--- src/rtl/core/stk_pkg.sv ---
// ---------------------------------------------------------------------------
// stk_pkg: shared types and constants of the key stack
// Stack depth, derived widths, command and status codes, sequencer types.
// ---------------------------------------------------------------------------
package stk_pkg;

   localparam int DEPTH   = 16;
   localparam int ADDR_W  = (DEPTH > 1) ? $clog2(DEPTH) : 1;
   localparam int CNT_W   = $clog2(DEPTH + 1);
   localparam int KEY_W   = 8;
   localparam int LEVEL_W = 5;
   localparam int STAT_W  = 2;

   typedef logic [ADDR_W-1:0]  addr_type;
   typedef logic [CNT_W-1:0]   cnt_type;
   typedef logic [KEY_W-1:0]   key_type;
   typedef logic [STAT_W-1:0]  status_type;

   localparam logic CMD_PUSH   = 1'b0;
   localparam logic CMD_REMOVE = 1'b1;

   localparam status_type STATUS_DONE      = 2'd0;
   localparam status_type STATUS_FULL      = 2'd1;
   localparam status_type STATUS_EMPTY     = 2'd2;
   localparam status_type STATUS_NOT_FOUND = 2'd3;

   typedef enum logic [1:0] {
      ST_IDLE,
      ST_SEARCH,
      ST_SHIFT
   } seq_state_type;

   typedef struct packed {
      logic     wr_en;
      addr_type wr_addr;
      key_type  wr_data;
      addr_type rd_addr;
   } ram_ctrl_type;

   typedef struct packed {
      logic       valid;
      status_type status;
      cnt_type    level;
   } result_type;

endpackage

--- src/rtl/core/stack_with_remove_by_key.sv ---
// ---------------------------------------------------------------------------
// stack_with_remove_by_key: bounded LIFO of byte keys with delete by value
// Push on top, or remove the topmost entry equal to a key while keeping the
// order of the entries above it. One result transaction per command.
// ---------------------------------------------------------------------------
// A push, and any refused command, completes when accepted: the result
// is loaded into the output register at the edge that accepts the
// transaction. A remove scans the stack from the top, one entry per cycle
// through the single read port of the entry RAM and one key comparator,
// then moves the entries above the match down one place per cycle through
// the same port. The input stalls while a remove is in progress and while
// the output register holds a result that is itself being stalled. Status
// codes: done, refused full, refused empty, key not found.
// ---------------------------------------------------------------------------
module stack_with_remove_by_key (
   input  logic                          clock,
   input  logic                          reset,
   // command transactions
   input  logic                          req_valid,
   output logic                          req_stall,
   input  logic                          req_command,
   input  logic [stk_pkg::KEY_W-1:0]     req_key,
   // result transactions
   output logic                          rsp_valid,
   input  logic                          rsp_stall,
   output logic [stk_pkg::STAT_W-1:0]    rsp_status,
   output logic [stk_pkg::LEVEL_W-1:0]   rsp_level
);

   stk_pkg::ram_ctrl_type ram;
   stk_pkg::result_type   result;
   stk_pkg::key_type      rd_data;
   logic                  slot_free;

   logic                          rsp_valid_ff, rsp_valid_in;
   logic [stk_pkg::STAT_W-1:0]    rsp_status_ff, rsp_status_in;
   logic [stk_pkg::LEVEL_W-1:0]   rsp_level_ff, rsp_level_in;

   // output register is free, or drains at this edge
   assign slot_free = !rsp_valid_ff || !rsp_stall;

   // sequencer: command decode, search and compaction
   stk_seq u_seq (
      .clock       (clock),
      .reset       (reset),
      .req_valid   (req_valid),
      .req_command (req_command),
      .req_key     (req_key),
      .req_stall   (req_stall),
      .slot_free   (slot_free),
      .rd_data     (rd_data),
      .ram         (ram),
      .result      (result)
   );

   // entry storage, index 0 is the bottom of the stack
   stk_ram #(
      .WIDTH (stk_pkg::KEY_W),
      .DEPTH (stk_pkg::DEPTH)
   ) u_ram (
      .clock   (clock),
      .wr_en   (ram.wr_en),
      .wr_addr (ram.wr_addr),
      .wr_data (ram.wr_data),
      .rd_addr (ram.rd_addr),
      .rd_data (rd_data)
   );

   // result register: loaded on completion, cleared when taken
   always_comb begin
      rsp_valid_in  = rsp_valid_ff;
      rsp_status_in = rsp_status_ff;
      rsp_level_in  = rsp_level_ff;
      priority if (result.valid) begin
         rsp_valid_in  = 1'b1;
         rsp_status_in = result.status;
         // level reported modulo the field width
         rsp_level_in  = stk_pkg::LEVEL_W'(result.level);
      end else if (rsp_valid_ff && !rsp_stall) begin
         rsp_valid_in = 1'b0;
      end
   end

   always_ff @(posedge clock) begin
      if (reset) begin
         rsp_valid_ff <= 1'b0;
      end else begin
         rsp_valid_ff <= rsp_valid_in;
      end
      rsp_status_ff <= rsp_status_in;
      rsp_level_ff  <= rsp_level_in;
   end

   assign rsp_valid  = rsp_valid_ff;
   assign rsp_status = rsp_status_ff;
   assign rsp_level  = rsp_level_ff;

   // a completing command never overwrites a result still waiting
   a_no_overwrite: assert property (@(posedge clock) disable iff (reset)
      result.valid |-> slot_free)
      else $error("result register overwritten");

   // a refused push reports a full stack
   a_full_level: assert property (@(posedge clock) disable iff (reset)
      result.valid && (result.status == stk_pkg::STATUS_FULL)
      |-> (result.level == stk_pkg::CNT_W'(stk_pkg::DEPTH)))
      else $error("full refusal with stack not full");

   // a refused remove reports an empty stack
   a_empty_level: assert property (@(posedge clock) disable iff (reset)
      result.valid && (result.status == stk_pkg::STATUS_EMPTY)
      |-> (result.level == '0))
      else $error("empty refusal with entries held");

   // an accepted command never leaves the level above the depth
   a_level_bound: assert property (@(posedge clock) disable iff (reset)
      result.valid |-> (int'(result.level) <= stk_pkg::DEPTH))
      else $error("level beyond depth");

endmodule

--- src/rtl/core/stk_ram.sv ---
// ---------------------------------------------------------------------------
// stk_ram: generic single-port-write, single-port-read RAM
// One write and one registered read per cycle.
// ---------------------------------------------------------------------------
module stk_ram #(
   parameter int WIDTH = 8,
   parameter int DEPTH = 16
) (
   input  logic                                    clock,
   input  logic                                    wr_en,
   input  logic [((DEPTH > 1) ? $clog2(DEPTH) : 1)-1:0] wr_addr,
   input  logic [WIDTH-1:0]                        wr_data,
   input  logic [((DEPTH > 1) ? $clog2(DEPTH) : 1)-1:0] rd_addr,
   output logic [WIDTH-1:0]                        rd_data
);

   logic [WIDTH-1:0] mem_ff [DEPTH];

   always_ff @(posedge clock) begin
      if (wr_en) begin
         mem_ff[wr_addr] <= wr_data;
      end
      rd_data <= mem_ff[rd_addr];
   end

endmodule

--- src/rtl/core/stk_seq.sv ---
// ---------------------------------------------------------------------------
// stk_seq: command sequencer of the key stack
// Pushes at the edge that accepts them; removes by scanning down one entry a cycle through
// the shared read port and key comparator, then compacting in place.
// ---------------------------------------------------------------------------
module stk_seq (
   input  logic                  clock,
   input  logic                  reset,
   input  logic                  req_valid,
   input  logic                  req_command,
   input  stk_pkg::key_type      req_key,
   output logic                  req_stall,
   input  logic                  slot_free,
   input  stk_pkg::key_type      rd_data,
   output stk_pkg::ram_ctrl_type ram,
   output stk_pkg::result_type   result
);

   stk_pkg::seq_state_type state_ff, state_in;
   stk_pkg::cnt_type       level_ff, level_in;
   stk_pkg::addr_type      pos_ff, pos_in;
   stk_pkg::key_type       key_ff, key_in;
   logic                   hit;
   stk_pkg::cnt_type       pos_plus1;
   stk_pkg::cnt_type       pos_plus2;

   assign hit       = (rd_data == key_ff);
   assign pos_plus1 = stk_pkg::CNT_W'(pos_ff) + stk_pkg::CNT_W'(1);
   assign pos_plus2 = stk_pkg::CNT_W'(pos_ff) + stk_pkg::CNT_W'(2);

   always_ff @(posedge clock) begin
      if (reset) begin
         state_ff <= stk_pkg::ST_IDLE;
         level_ff <= '0;
      end else begin
         state_ff <= state_in;
         level_ff <= level_in;
      end
      pos_ff <= pos_in;
      key_ff <= key_in;
   end

   always_comb begin
      state_in       = state_ff;
      level_in       = level_ff;
      pos_in         = pos_ff;
      key_in         = key_ff;
      ram.wr_en      = 1'b0;
      ram.wr_addr    = pos_ff;
      ram.wr_data    = rd_data;
      ram.rd_addr    = pos_ff;
      result.valid   = 1'b0;
      result.status  = stk_pkg::STATUS_DONE;
      result.level   = level_ff;
      req_stall      = (state_ff != stk_pkg::ST_IDLE) || !slot_free;

      unique case (state_ff)
         stk_pkg::ST_IDLE: begin
            if (req_valid && !req_stall) begin
               if (req_command == stk_pkg::CMD_PUSH) begin
                  result.valid = 1'b1;
                  if (level_ff == stk_pkg::CNT_W'(stk_pkg::DEPTH)) begin
                     result.status = stk_pkg::STATUS_FULL;
                  end else begin
                     ram.wr_en    = 1'b1;
                     ram.wr_addr  = stk_pkg::ADDR_W'(level_ff);
                     ram.wr_data  = req_key;
                     level_in     = level_ff + stk_pkg::CNT_W'(1);
                     result.level = level_in;
                  end
               end else if (level_ff == '0) begin
                  result.valid  = 1'b1;
                  result.status = stk_pkg::STATUS_EMPTY;
               end else begin
                  // start at the top entry
                  ram.rd_addr = stk_pkg::ADDR_W'(level_ff - stk_pkg::CNT_W'(1));
                  pos_in      = ram.rd_addr;
                  key_in      = req_key;
                  state_in    = stk_pkg::ST_SEARCH;
               end
            end
         end

         stk_pkg::ST_SEARCH: begin
            // rd_data holds the entry at pos_ff
            if (hit) begin
               if (pos_plus1 == level_ff) begin
                  level_in     = level_ff - stk_pkg::CNT_W'(1);
                  result.valid = 1'b1;
                  result.level = level_in;
                  state_in     = stk_pkg::ST_IDLE;
               end else begin
                  ram.rd_addr = stk_pkg::ADDR_W'(pos_plus1);
                  state_in    = stk_pkg::ST_SHIFT;
               end
            end else if (pos_ff == '0) begin
               result.valid  = 1'b1;
               result.status = stk_pkg::STATUS_NOT_FOUND;
               state_in      = stk_pkg::ST_IDLE;
            end else begin
               ram.rd_addr = pos_ff - stk_pkg::ADDR_W'(1);
               pos_in      = ram.rd_addr;
            end
         end

         stk_pkg::ST_SHIFT: begin
            // rd_data holds the entry at pos_ff + 1, move it down
            ram.wr_en   = 1'b1;
            ram.wr_addr = pos_ff;
            ram.wr_data = rd_data;
            if (pos_plus2 == level_ff) begin
               level_in     = level_ff - stk_pkg::CNT_W'(1);
               result.valid = 1'b1;
               result.level = level_in;
               state_in     = stk_pkg::ST_IDLE;
            end else begin
               ram.rd_addr = stk_pkg::ADDR_W'(pos_plus2);
               pos_in      = stk_pkg::ADDR_W'(pos_plus1);
            end
         end

         default: begin
            state_in = stk_pkg::ST_IDLE;
         end
      endcase
   end

endmodule
--- config.mk ---
export PLATFORM = sky130hd
export DESIGN_NAME = stack_with_remove_by_key
export DESIGN_NICKNAME = d
export VERILOG_FILES = /design/src/rtl/core/stk_pkg.sv /design/src/rtl/core/stack_with_remove_by_key.sv /design/src/rtl/core/stk_ram.sv /design/src/rtl/core/stk_seq.sv
export SDC_FILE = /design/constraint.sdc
export NUM_CORES = 1
export LEC_CHECK = 0
export ABC_AREA = 1
export BUFFER_PORTS_ARGS = -buffer_cell sky130_fd_sc_hd__buf_2
export CAP_MARGIN = 0
export CORE_UTILIZATION = 65
export DETAILED_ROUTE_END_ITERATION = 8
export GPL_TIMING_DRIVEN = 1
export HOLD_SLACK_MARGIN = 0.15
export PLACE_DENSITY = 0.82
export SLEW_MARGIN = 10
export SYNTH_ARGS = -nofsm -noshare
export SYNTH_HDL_FRONTEND = slang
export SYNTH_SLANG_ARGS = --single-unit
--- constraint.sdc ---
create_clock -name clock -period 5.37 [get_ports clock]
set_input_delay 0.537 -clock clock [delete_from_list [all_inputs] [get_ports clock]]
set_output_delay 0.537 -clock clock [all_outputs]
set_load 0.1 [all_outputs]
==> results of run 1 <==
[metal layers]
layer  part of all wire (%)  vias up
li1                       -     3002
met1                     40     3072
met2                     44      493
met3                     12       80
met4                    3.8        0
met5                      0        -
[sequential cells by signal, summed over array words and instances, names as in the netlist]
name / count
rsp_status: 2
u_seq.pos_ff: 4
u_seq.key_ff: 8
u_seq.level_ff: 5
rsp_valid: 1
u_seq.state_ff: 2
rsp_level: 5
u_ram.mem_ff: 128
u_ram.rd_data: 8
[synth_stat cells (2+ instances only)]
cell / number / area [µm²]
dfxtp_1: 16 / 320
a32oi_1: 3 / 26.3
buf_4: 4 / 30.0
o22ai_1: 9 / 56.3
inv_1: 102 / 383
inv_4: 2 / 12.5
a21oi_1: 19 / 95.1
edfxtp_1: 147 / 4410
nand3_2: 26 / 260
xor2_1: 9 / 78.8
o21ai_0: 17 / 85.1
o21ai_1: 5 / 25.0
inv_2: 9 / 33.8
buf_2: 18 / 90.1
buf_1: 2 / 7.51
buf_6: 8 / 90.1
o211ai_1: 4 / 30.0
clkbuf_1: 7 / 26.3
nor2_1: 35 / 131
nand4_1: 3 / 18.8
nand2_1: 232 / 871
nand2_2: 10 / 62.6
a32o_1: 5 / 50.1
ha_1: 12 / 150
nor2_4: 2 / 22.5
o31ai_1: 4 / 30.0
nor2_2: 3 / 18.8
xnor2_1: 7 / 61.3
clkinv_1: 2 / 7.51
buf_12: 3 / 60.1
nand3_1: 147 / 736
[worst max-delay path: stages (launching register included)]
cell and delay [ns]:
dfxtp_1 0.34, inv_1 0.10, ha_1 0.42, nand2_1 0.15, nor2_2 0.21, inv_1 0.23
nor2_1 0.68, nand2_2 0.27, inv_1 0.21, o22ai_1 0.14, a21oi_1 0.24, nand2_1 0.28
nor2_1 0.58
[cell type report]
class,count,area (µm²)
multi-input combinational,571,3020
timing repair buffer,25,135
inverter,115,437
fill,886,3540
sequential,163,4730
tap,172,215
clock inverter,10,95.1
clock buffer,22,497
[per-stage QoR]
stage	cells	utilization, %	hold slack (ns)
2_1_floorplan	891	-	0.504
3_3_place_gp	1046	67.4	0.507
3_5_place_dp	1046	67.4	0.520
4_1_cts	1078	72.0	0.296
5_1_grt	1078	72.0	0.294
6_report	1078	72.0	0.306
[cell families after synthesis]
family,synth area share (%)
AO/OA/AOI/OAI,6.24
XOR/XNOR,1.65
adder cells (fa/ha/maj),1.77
buffers and inverters,8.73
flip-flops,55.8
AND/OR/NAND/NOR,25.8
[how the worst max path moves through the flow]
stage / startpoint / endpoint / cells past startpoint
floorplan: rsp_valid / u_ram.mem_ff[0][0] / 10
global placement: u_seq.state_ff[0] / u_ram.mem_ff[1][1] / 10
detailed placement: u_seq.state_ff[0] / u_ram.mem_ff[1][4] / 10
CTS: u_seq.state_ff[0] / u_ram.mem_ff[8][4] / 12
global route: u_seq.state_ff[1] / u_ram.mem_ff[1][0] / 10
finish: u_seq.state_ff[0] / u_ram.mem_ff[8][4] / 12
==> out/results.tsv, run 1 <==
stage	metric	value	unit
run_status	status	complete, no violations	
finish	share of cells above drive strength 1	13.0	%
global_route	GRT met3 Usage	10.2	%
clock_network	Clock Pin Slew Worst Setup and Hold Paths	0.06	ns
detailed_routing	Residual DRC	0	
yosys	cell count after synthesis	891	
clock_network	clk sinks	163	
floorplanning	Die H	116	µm
sta	crit share post-route	78.7	%
floorplanning	Site Rows	41	
clock_network	Root Driver	clkbuf_16	
worst_setup_path	Crit Path Class	flop to flop	
place	Buffers on Ports	21	
yosys	Main synth FF type	edfxtp_1	
clock_network	CTS tree	built	
sta	setup TNS	0	ns
worst_setup_path	CP endpoint kind	flop	
global_route	GR Util All Layers	33.4	%
global_route	met1 global-route usage	46.1	%
detailed_routing	DR iter-0 viols	943	
worst_setup_path	CP Max Fanout	13	
worst_setup_path	CP arrival	4.30	ns
place	pre-CTS WS	1.38	ns
yosys	Seq cells post-synth	163	
global_route	initial antenna violation count	0	
clock_network	CTS H-tree lvls	4	
worst_setup_path	r2r worst-path depth	12	
sta	worst slew pin tran	1.03	ns
yosys	number of enable flip-flop cells after synthesis	147	
yosys	Syn Area/Cell	9.52	µm²
min_path	Hold Crit Class	input port to flop	
yosys	sequential cell area fraction in the yosys report	55.8	%
sta	Slew Viols, Final	0	
sta	endpoints failing setup	0	
finish	ANT cells	0	
min_path	Hold Path Origin	req_key[1]	
finish	fin nets	918	
floorplanning	Initial Util	67.0	%
yosys	Yosys warnings	0	
clock_network	clock latency on the worst-skew pair	0.44	ns
yosys	syn_nets	916	
flow_run	max-cap violations	0	
worst_setup_path	Worst R2R Start	u_seq.state_ff[0]	
worst_setup_path	startpoint types	flop	
detailed_routing	routed len/inst	19.7	µm
global_route	gr busiest metal	met2	
clock_network	hold-fix buffer count after cts	0	
place	gpl congestion	0.946	
sta	final worst clock skew	0.00790	ns
global_route	met2 Usage GRT	48.4	%
place	Post-DP Area	8540	µm²
yosys	Post-synth ARST share	0	%
sta	fin crit period	4.23	ns
min_path	Hold Path Sink	u_seq.key_ff[1]	
worst_setup_path	Worst R2R End	u_ram.mem_ff[8][4]	
clock_network	cts repair resizes	0	
global_route	total grt overflow	0	
finish	most frequent cells in the layout	231 x nand2_1, 147 x nand3_1, 147 x edfxtp_1	
min_path	hold-critical path depth	1	
worst_setup_path	R2R Setup Slk	1.14	ns
detailed_routing	post-DR vias/cell	6.17	
sta	unrepaired setup endpoints after global routing	no	
clock_network	setup bufs post-CTS	0	
global_route	first-pass GRT wire length	32.6	mm
sta	post-route setup slack	1.14	ns
detailed_routing	Routed WL	21.3	mm
sta	fmax	0.236	GHz
detailed_routing	Vias	6647	
yosys	Yosys cell types	50	
floorplanning	die area	13500	µm²
yosys	synthesized cell area	8480	µm²
worst_setup_path	WP data required	5.44	ns
sta	final hold violation count	0	
floorplanning	die width	116	µm
floorplanning	core box area	12700	µm²
clock_network	CTS Buffer Depth	2	
sta	Worst slew margin	31.5	%
global_route	vias in the first global route	6204	
detailed_routing	post-route ant nets	0	
finish	post-route cell area	9130	µm²
place	DP Wirelength	13.8	mm
floorplanning	# IOs	22	
finish	most common cell after layout, fill and taps aside	nand2_1	
finish	synth-to-layout area growth	7.59	%
global_route	largest net degree at the start of global routing	66	
clock_network	Num CTS Buffers	17	
detailed_routing	router iterations before antenna repair	9	
Power of run 1 is not shown: default switching activity piles up to over one toggle a cycle in this logic, so the estimate is an artifact.
==> run 2: changes to the inputs <==
--- a/config.mk
+++ b/config.mk
@@ -8,11 +8,11 @@
 export ABC_AREA = 1
 export BUFFER_PORTS_ARGS = -buffer_cell sky130_fd_sc_hd__buf_2
 export CAP_MARGIN = 0
-export CORE_UTILIZATION = 65
+export CORE_UTILIZATION = 57
 export DETAILED_ROUTE_END_ITERATION = 8
 export GPL_TIMING_DRIVEN = 1
 export HOLD_SLACK_MARGIN = 0.15
-export PLACE_DENSITY = 0.82
+export PLACE_DENSITY = 0.77
 export SLEW_MARGIN = 10
 export SYNTH_ARGS = -nofsm -noshare
 export SYNTH_HDL_FRONTEND = slang
==> constraint.sdc (replaced) <==
create_clock -name clock -period 3.4 [get_ports clock]
set_input_delay 0.34 -clock clock [delete_from_list [all_inputs] [get_ports clock]]
set_output_delay 0.34 -clock clock [all_outputs]
set_load 0.1 [all_outputs]
==> run 2 against run 1 <==
Cell count grew 5.4%; non-clock buffer count grew 46; fmax grew 37%; count of clock-buffer cells in the layout shrank 5; register-to-register slack lost 0.84 ns; die area grew 14%; via count shrank 1.2%; setup slack lost 0.84 ns; final area grew 4.1%; global-route usage shrank 3.6 points.
==> out/results.tsv, run 2 (synthesized netlist as in run 1, its figures left out) <==
stage	metric	value	unit
run_status	status	complete, no violations	
floorplanning	core box area	14500	µm²
detailed_routing	DR iter-0 viols	951	
worst_setup_path	WP data required	3.71	ns
worst_setup_path	Crit Path Class	flop to flop	
sta	final worst clock skew	0.0188	ns
global_route	vias in the first global route	6067	
place	gpl congestion	1.02	
worst_setup_path	CP peak stage delay	0.46	ns
place	Post-DP Area	8820	µm²
finish	largest registers	u_ram.mem_ff (128), u_ram.rd_data (8), u_seq.key_ff (8)	
clock_network	CTS H-tree lvls	4	
floorplanning	Die H	124	µm
min_path	Hold Crit Class	input port to flop	
detailed_routing	Routed met3 length	2.26	mm
finish	most frequent cells in the layout	230 x nand2_1, 147 x nand3_1, 147 x edfxtp_1	
worst_setup_path	R2R Setup Slk	0.31	ns
worst_setup_path	critical-path cell list	buf_4 > ha_1 > inv_1 > nand2_1 > nand2_2 > nor2_1 > nor2_2 > nand3_2 > nand2_1 > nand2_1 > nand2_1 > nand3_2 > nand2_2 > buf_4 > nand3_1 > nand3_1 > nand3_1 > nand3_1 > nand2_1	
sta	final hold violation count	0	
global_route	GR Util All Layers	29.8	%
place	DP Wirelength	14.1	mm
finish	ANT cells	0	
finish	max reg flops	128	
finish	most common cell after layout, fill and taps aside	nand2_1	
floorplanning	Initial Util	58.4	%
clock_network	Num CTS Buffers	17	
sta	crit share post-route	91.0	%
floorplanning	Site Rows	44	
sta	setup TNS	0	ns
detailed_routing	Routed WL	21.7	mm
detailed_routing	Residual DRC	0	
worst_setup_path	CP Max Fanout	38	
worst_setup_path	CP arrival	3.41	ns
finish	filler cell count	1169	
place	Buffers on Ports	21	
worst_setup_path	crit path max-delay cell type	edfxtp_1	
worst_setup_path	startpoint types	flop	
clock_network	Clock Pin Slew Worst Setup and Hold Paths	0.07	ns
sta	worst slew pin tran	0.829	ns
global_route	initial antenna violation count	0	
clock_network	CTS tree	built	
detailed_routing	post-route ant nets	0	
finish	synth-to-layout area growth	12.0	%
finish	fin nets	964	
floorplanning	die width	124	µm
sta	endpoints failing setup	0	
clock_network	clk sinks	163	
sta	Worst slew margin	44.7	%
finish	share of cells above drive strength 1	16.4	%
sta	Slew Viols, Final	0	
global_route	total grt overflow	0	
sta	unrepaired setup endpoints after global routing	no	
finish	Top reg by flops	u_ram.mem_ff	
clock_network	clock latency on the worst-skew pair	0.44	ns
clock_network	Root Driver	clkbuf_16	
clock_network	cts repair resizes	0	
sta	fmax	0.323	GHz
global_route	largest net degree at the start of global routing	65	
floorplanning	die area	15400	µm²
detailed_routing	Max Used Layer	met4	
worst_setup_path	CP endpoint kind	flop	
finish	post-route cell area	9500	µm²
flow_run	max-cap violations	0	
detailed_routing	met1 WL	8.95	mm
detailed_routing	post-DR vias/cell	5.78	
detailed_routing	Routed met2 length	10.0	mm
sta	fin crit period	3.09	ns
floorplanning	# IOs	22	
detailed_routing	router iterations before antenna repair	6	
worst_setup_path	CP dominant cell by count	nand2_1	
clock_network	CTS Buffer Depth	2	
detailed_routing	routed len/inst	19.1	µm
detailed_routing	Vias	6570	
global_route	first-pass GRT wire length	33.0	mm
## run 2: through the flow
step                      util (%)  hold WS (ns)  worst slack [ns]  cells
after floorplan                  -         0.439            0.0547    891
after global placement        60.7         0.511             0.232   1092
after detailed placement      60.7         0.525             0.217   1092
after CTS                     65.2         0.197             0.188   1132
after global routing          65.4         0.222            0.0853   1136
final                         65.4         0.219             0.305   1136
## run 2: worst paths after layout
path,from,end,depth (start not counted)
worst max-delay path,u_seq.pos_ff[1],u_ram.rd_data[6],19
worst min-delay path,reset,rsp_valid,2
worst max register to register,u_seq.pos_ff[1],u_ram.rd_data[6],19
worst min register to register,rsp_valid,rsp_valid,2
## run 2: metal layers
layer | vias up | global-route usage [%]
met3 | 47 | 6.09
li1 | 3092 | -
met4 | 0 | 10.1
met5 | - | 0
met1 | 3055 | 42.3
met2 | 376 | 45.7
## run 2: critical path: cells and delay by family, from the launching register on
kind	cells	cell delay, ns
buffers and inverters	3	0.69
and+or+nand+nor	15	1.58
adders and majority gates	1	0.23
DFF	1	0.46
## run 2: layout make-up
type                       instances  area (µm²)  share of cell area [%]
sequential                       163        4730                    49.8
tap                              184         230                    2.42
multi-input combinational        571        3010                    31.7
inverter                         115         437                    4.60
clock buffer                      17         425                    4.48
clock inverter                    15         149                    1.57
timing repair buffer              71         513                    5.40
## run 2: what timing repair did
action / CTS / global route
endpoints found under the hold margin: 8 / 0
hold buffers: 8 / 0
endpoints found under the setup margin: 0 / 4
buffers inserted: 0 / 4
Power of run 2 is left out for the same reason.
==> run 3: changes to the inputs <==
--- a/config.mk
+++ b/config.mk
@@ -9,11 +9,12 @@
 export BUFFER_PORTS_ARGS = -buffer_cell sky130_fd_sc_hd__buf_2
 export CAP_MARGIN = 0
 export CORE_UTILIZATION = 57
+export CTS_CLUSTER_DIAMETER = 40
 export DETAILED_ROUTE_END_ITERATION = 8
 export GPL_TIMING_DRIVEN = 1
-export HOLD_SLACK_MARGIN = 0.15
 export PLACE_DENSITY = 0.77
 export SLEW_MARGIN = 10
 export SYNTH_ARGS = -nofsm -noshare
 export SYNTH_HDL_FRONTEND = slang
+export SYNTH_HIERARCHICAL = 1
 export SYNTH_SLANG_ARGS = --single-unit
==> run 3 against run 2 <==
Non-clock buffer count rose by 2; synthesized area fell by 1.0%; sequential share of layout area rose by 0.26 points; global-route usage fell by 0.53 points; final area fell by 0.53%; register-to-register slack got worse by 0.03 ns; first-iteration DRC count fell by 2.5%; flip-flop and latch count did not move; clock skew fell by 0.0046 ns; via count rose by 0.11%; critical path depth fell by 2; critical endpoint is now u_ram/rd_data[6]; largest cell class unchanged.
==> out/results.tsv, run 3 <==
stage	metric	value	unit
finish	fin nets	1008	
yosys	Main synth FF type	edfxtp_1	
finish	share of cells above drive strength 1	15.2	%
global_route	largest net degree at the start of global routing	47	
flow_run	max-cap violations	0	
clock_network	CTS tree	built	
yosys	Seq cells post-synth	163	
worst_setup_path	CP dominant cell by count	nand3_1	
yosys	number of enable flip-flop cells after synthesis	147	
place	Buffers on Ports	21	
worst_setup_path	WP data required	3.72	ns
sta	unrepaired setup endpoints after global routing	no	
sta	Worst slew margin	19.7	%
yosys	Post-synth ARST share	0	%
finish	Top reg by flops	u_ram/mem_ff	
finish	Non-Filler Instances	1177	
worst_setup_path	cell family with most CP delay	simple AND/OR/NAND/NOR gates	
worst_setup_path	CP endpoint kind	flop	
clock_network	setup bufs post-CTS	0	
yosys	Yosys warnings	6	
finish	most frequent cells in the layout	281 x nand2_1, 151 x inv_1, 147 x edfxtp_1	
global_route	first-pass GRT wire length	32.2	mm
yosys	Yosys cell types	40	
floorplanning	Die H	123	µm
floorplanning	# IOs	22	
detailed_routing	DR iter-0 viols	927	
worst_setup_path	CP arrival	3.44	ns
yosys	sequential cell area fraction in the yosys report	56.4	%
floorplanning	Initial Util	59.4	%
detailed_routing	router iterations before antenna repair	5	
floorplanning	core box area	14100	µm²
finish	ANT cells	0	
clock_network	CTS H-tree lvls	4	
sta	fmax	0.320	GHz
clock_network	Num CTS Buffers	17	
detailed_routing	post-DR vias/cell	5.59	
detailed_routing	routed len/inst	17.8	µm
run_status	status	complete, no violations	
global_route	total grt overflow	0	
detailed_routing	Residual DRC	0	
finish	max reg flops	128	
yosys	synthesized cell area	8400	µm²
worst_setup_path	Crit Path Class	flop to flop	
sta	fin crit period	3.13	ns
yosys	Synth top area share	52.6	%
global_route	initial antenna violation count	0	
worst_setup_path	CP peak stage delay	0.52	ns
sta	setup TNS	0	ns
worst_setup_path	startpoint types	flop	
clock_network	CTS Buffer Depth	2	
worst_setup_path	critical-path cell list	inv_1 > ha_1 > xnor2_1 > nand3_1 > nor2_1 > nand3_2 > nand2_1 > nand2_1 > nand3_1 > a31oi_4 > inv_2 > buf_4 > nand2_1 > nand3_1 > nand3_1 > nand3_1 > nand2_1	
detailed_routing	Vias	6577	
detailed_routing	post-route ant nets	0	
clock_network	Root Driver	clkbuf_16	
min_path	Hold Crit Class	input port to flop	
sta	final worst clock skew	0.0142	ns
floorplanning	die area	15200	µm²
floorplanning	die width	123	µm
yosys	count leader, synth	nand2_1	
yosys	synth top area cells	edfxtp_1 53%, nand2_1 13%, nand3_1 6.8%	
finish	largest registers	u_ram/mem_ff (128), u_ram/rd_data (8), u_seq/key_ff (8)	
yosys	area leader, netlist	edfxtp_1	
sta	crit share post-route	92.0	%
place	pre-CTS WS	0.377	ns
clock_network	Clock Pin Slew Worst Setup and Hold Paths	0.07	ns
sta	endpoints failing setup	0	
clock_network	cts repair resizes	0	
finish	most common cell after layout, fill and taps aside	nand2_1	
yosys	synth cell count leaders	281 x nand2_1, 151 x inv_1, 147 x edfxtp_1, 114 x nand3_1, 37 x nor2_1	
sta	Slew Viols, Final	0	
worst_setup_path	CP bufs+invs	3	
worst_setup_path	CP Max Fanout	28	
worst_setup_path	crit path max-delay cell type	edfxtp_1	
sta	worst slew pin tran	1.21	ns
sta	post-route setup slack	0.271	ns
finish	synth-to-layout area growth	12.5	%
yosys	cell count after synthesis	930	
place	DP Wirelength	14.2	mm
floorplanning	Site Rows	43	
clock_network	clk sinks	163	
yosys	syn_nets	954	
clock_network	clock latency on the worst-skew pair	0.43	ns
yosys	Syn Area/Cell	9.03	µm²
place	gpl congestion	0.996	
global_route	vias in the first global route	6055	
place	Placed Cells	1145	
clock_network	hold-fix buffer count after cts	0	
global_route	GR Util All Layers	29.3	%
sta	final hold violation count	0	
detailed_routing	Routed WL	20.9	mm
run 3: cell count changes in the layout (fill, tap and decap cells not counted), sizes merged, moves of 4 or more:
cell and delta:
a32o -5, nor3 +4, nand2 +56, xnor2 -5
inv +52, o22ai +4, a21oi -4, buf +10
nand3 -55, dlygate4sd3 -8
run 3: area by class of cell:
class / instances / area, µm²
clock inverter: 15 / 145
inverter: 163 / 614
multi-input combinational: 566 / 2790
clock buffer: 17 / 425
sequential: 163 / 4730
fill: 1112 / 4700
timing repair buffer: 73 / 520
tap: 180 / 225
run 3: kinds of logic after synthesis:
logic type / share of synthesized area [%]
AO/OA/AOI/OAI: 5.42
XOR/XNOR: 1.45
adder cells (fa/ha/maj): 1.64
buffers and inverters: 10.6
flip-flops: 56.4
AND/OR/NAND/NOR: 24.5
run 3: layer usage:
metal	up-vias	GRT usage (%)	wire length, µm
met5	-	0	0
met3	43	6.32	1620
met4	0	10.6	485
met1	3103	39.0	8630
li1	3126	-	-
met2	305	47.3	10200
run 3: worst paths after layout:
path | start | endpoint | slack (ns) | cells past startpoint
worst max register to register | u_seq/pos_ff[1] | u_ram/rd_data[6] | 0.27 | 17
worst min register to register | rsp_valid | rsp_valid | 0.49 | 2
worst min-delay path | req_key[4] | u_seq/key_ff[4] | 0.10 | 1
worst max-delay path | u_seq/pos_ff[1] | u_ram/rd_data[6] | 0.27 | 17
run 3: through the flow:
| stage | instance area, µm² | hold WS, ns | util, % |
|---|---|---|---|
| after global placement | 8880 | 0.471 | 62.8 |
| after detailed placement | 8880 | 0.477 | 62.8 |
| after floorplan | 8400 | 0.402 | - |
| final | 9450 | 0.104 | 66.8 |
| after global routing | 9450 | 0.0843 | 66.8 |
| after CTS | 9450 | 0.0874 | 66.8 |
Power of run 3 is left out for the same reason.
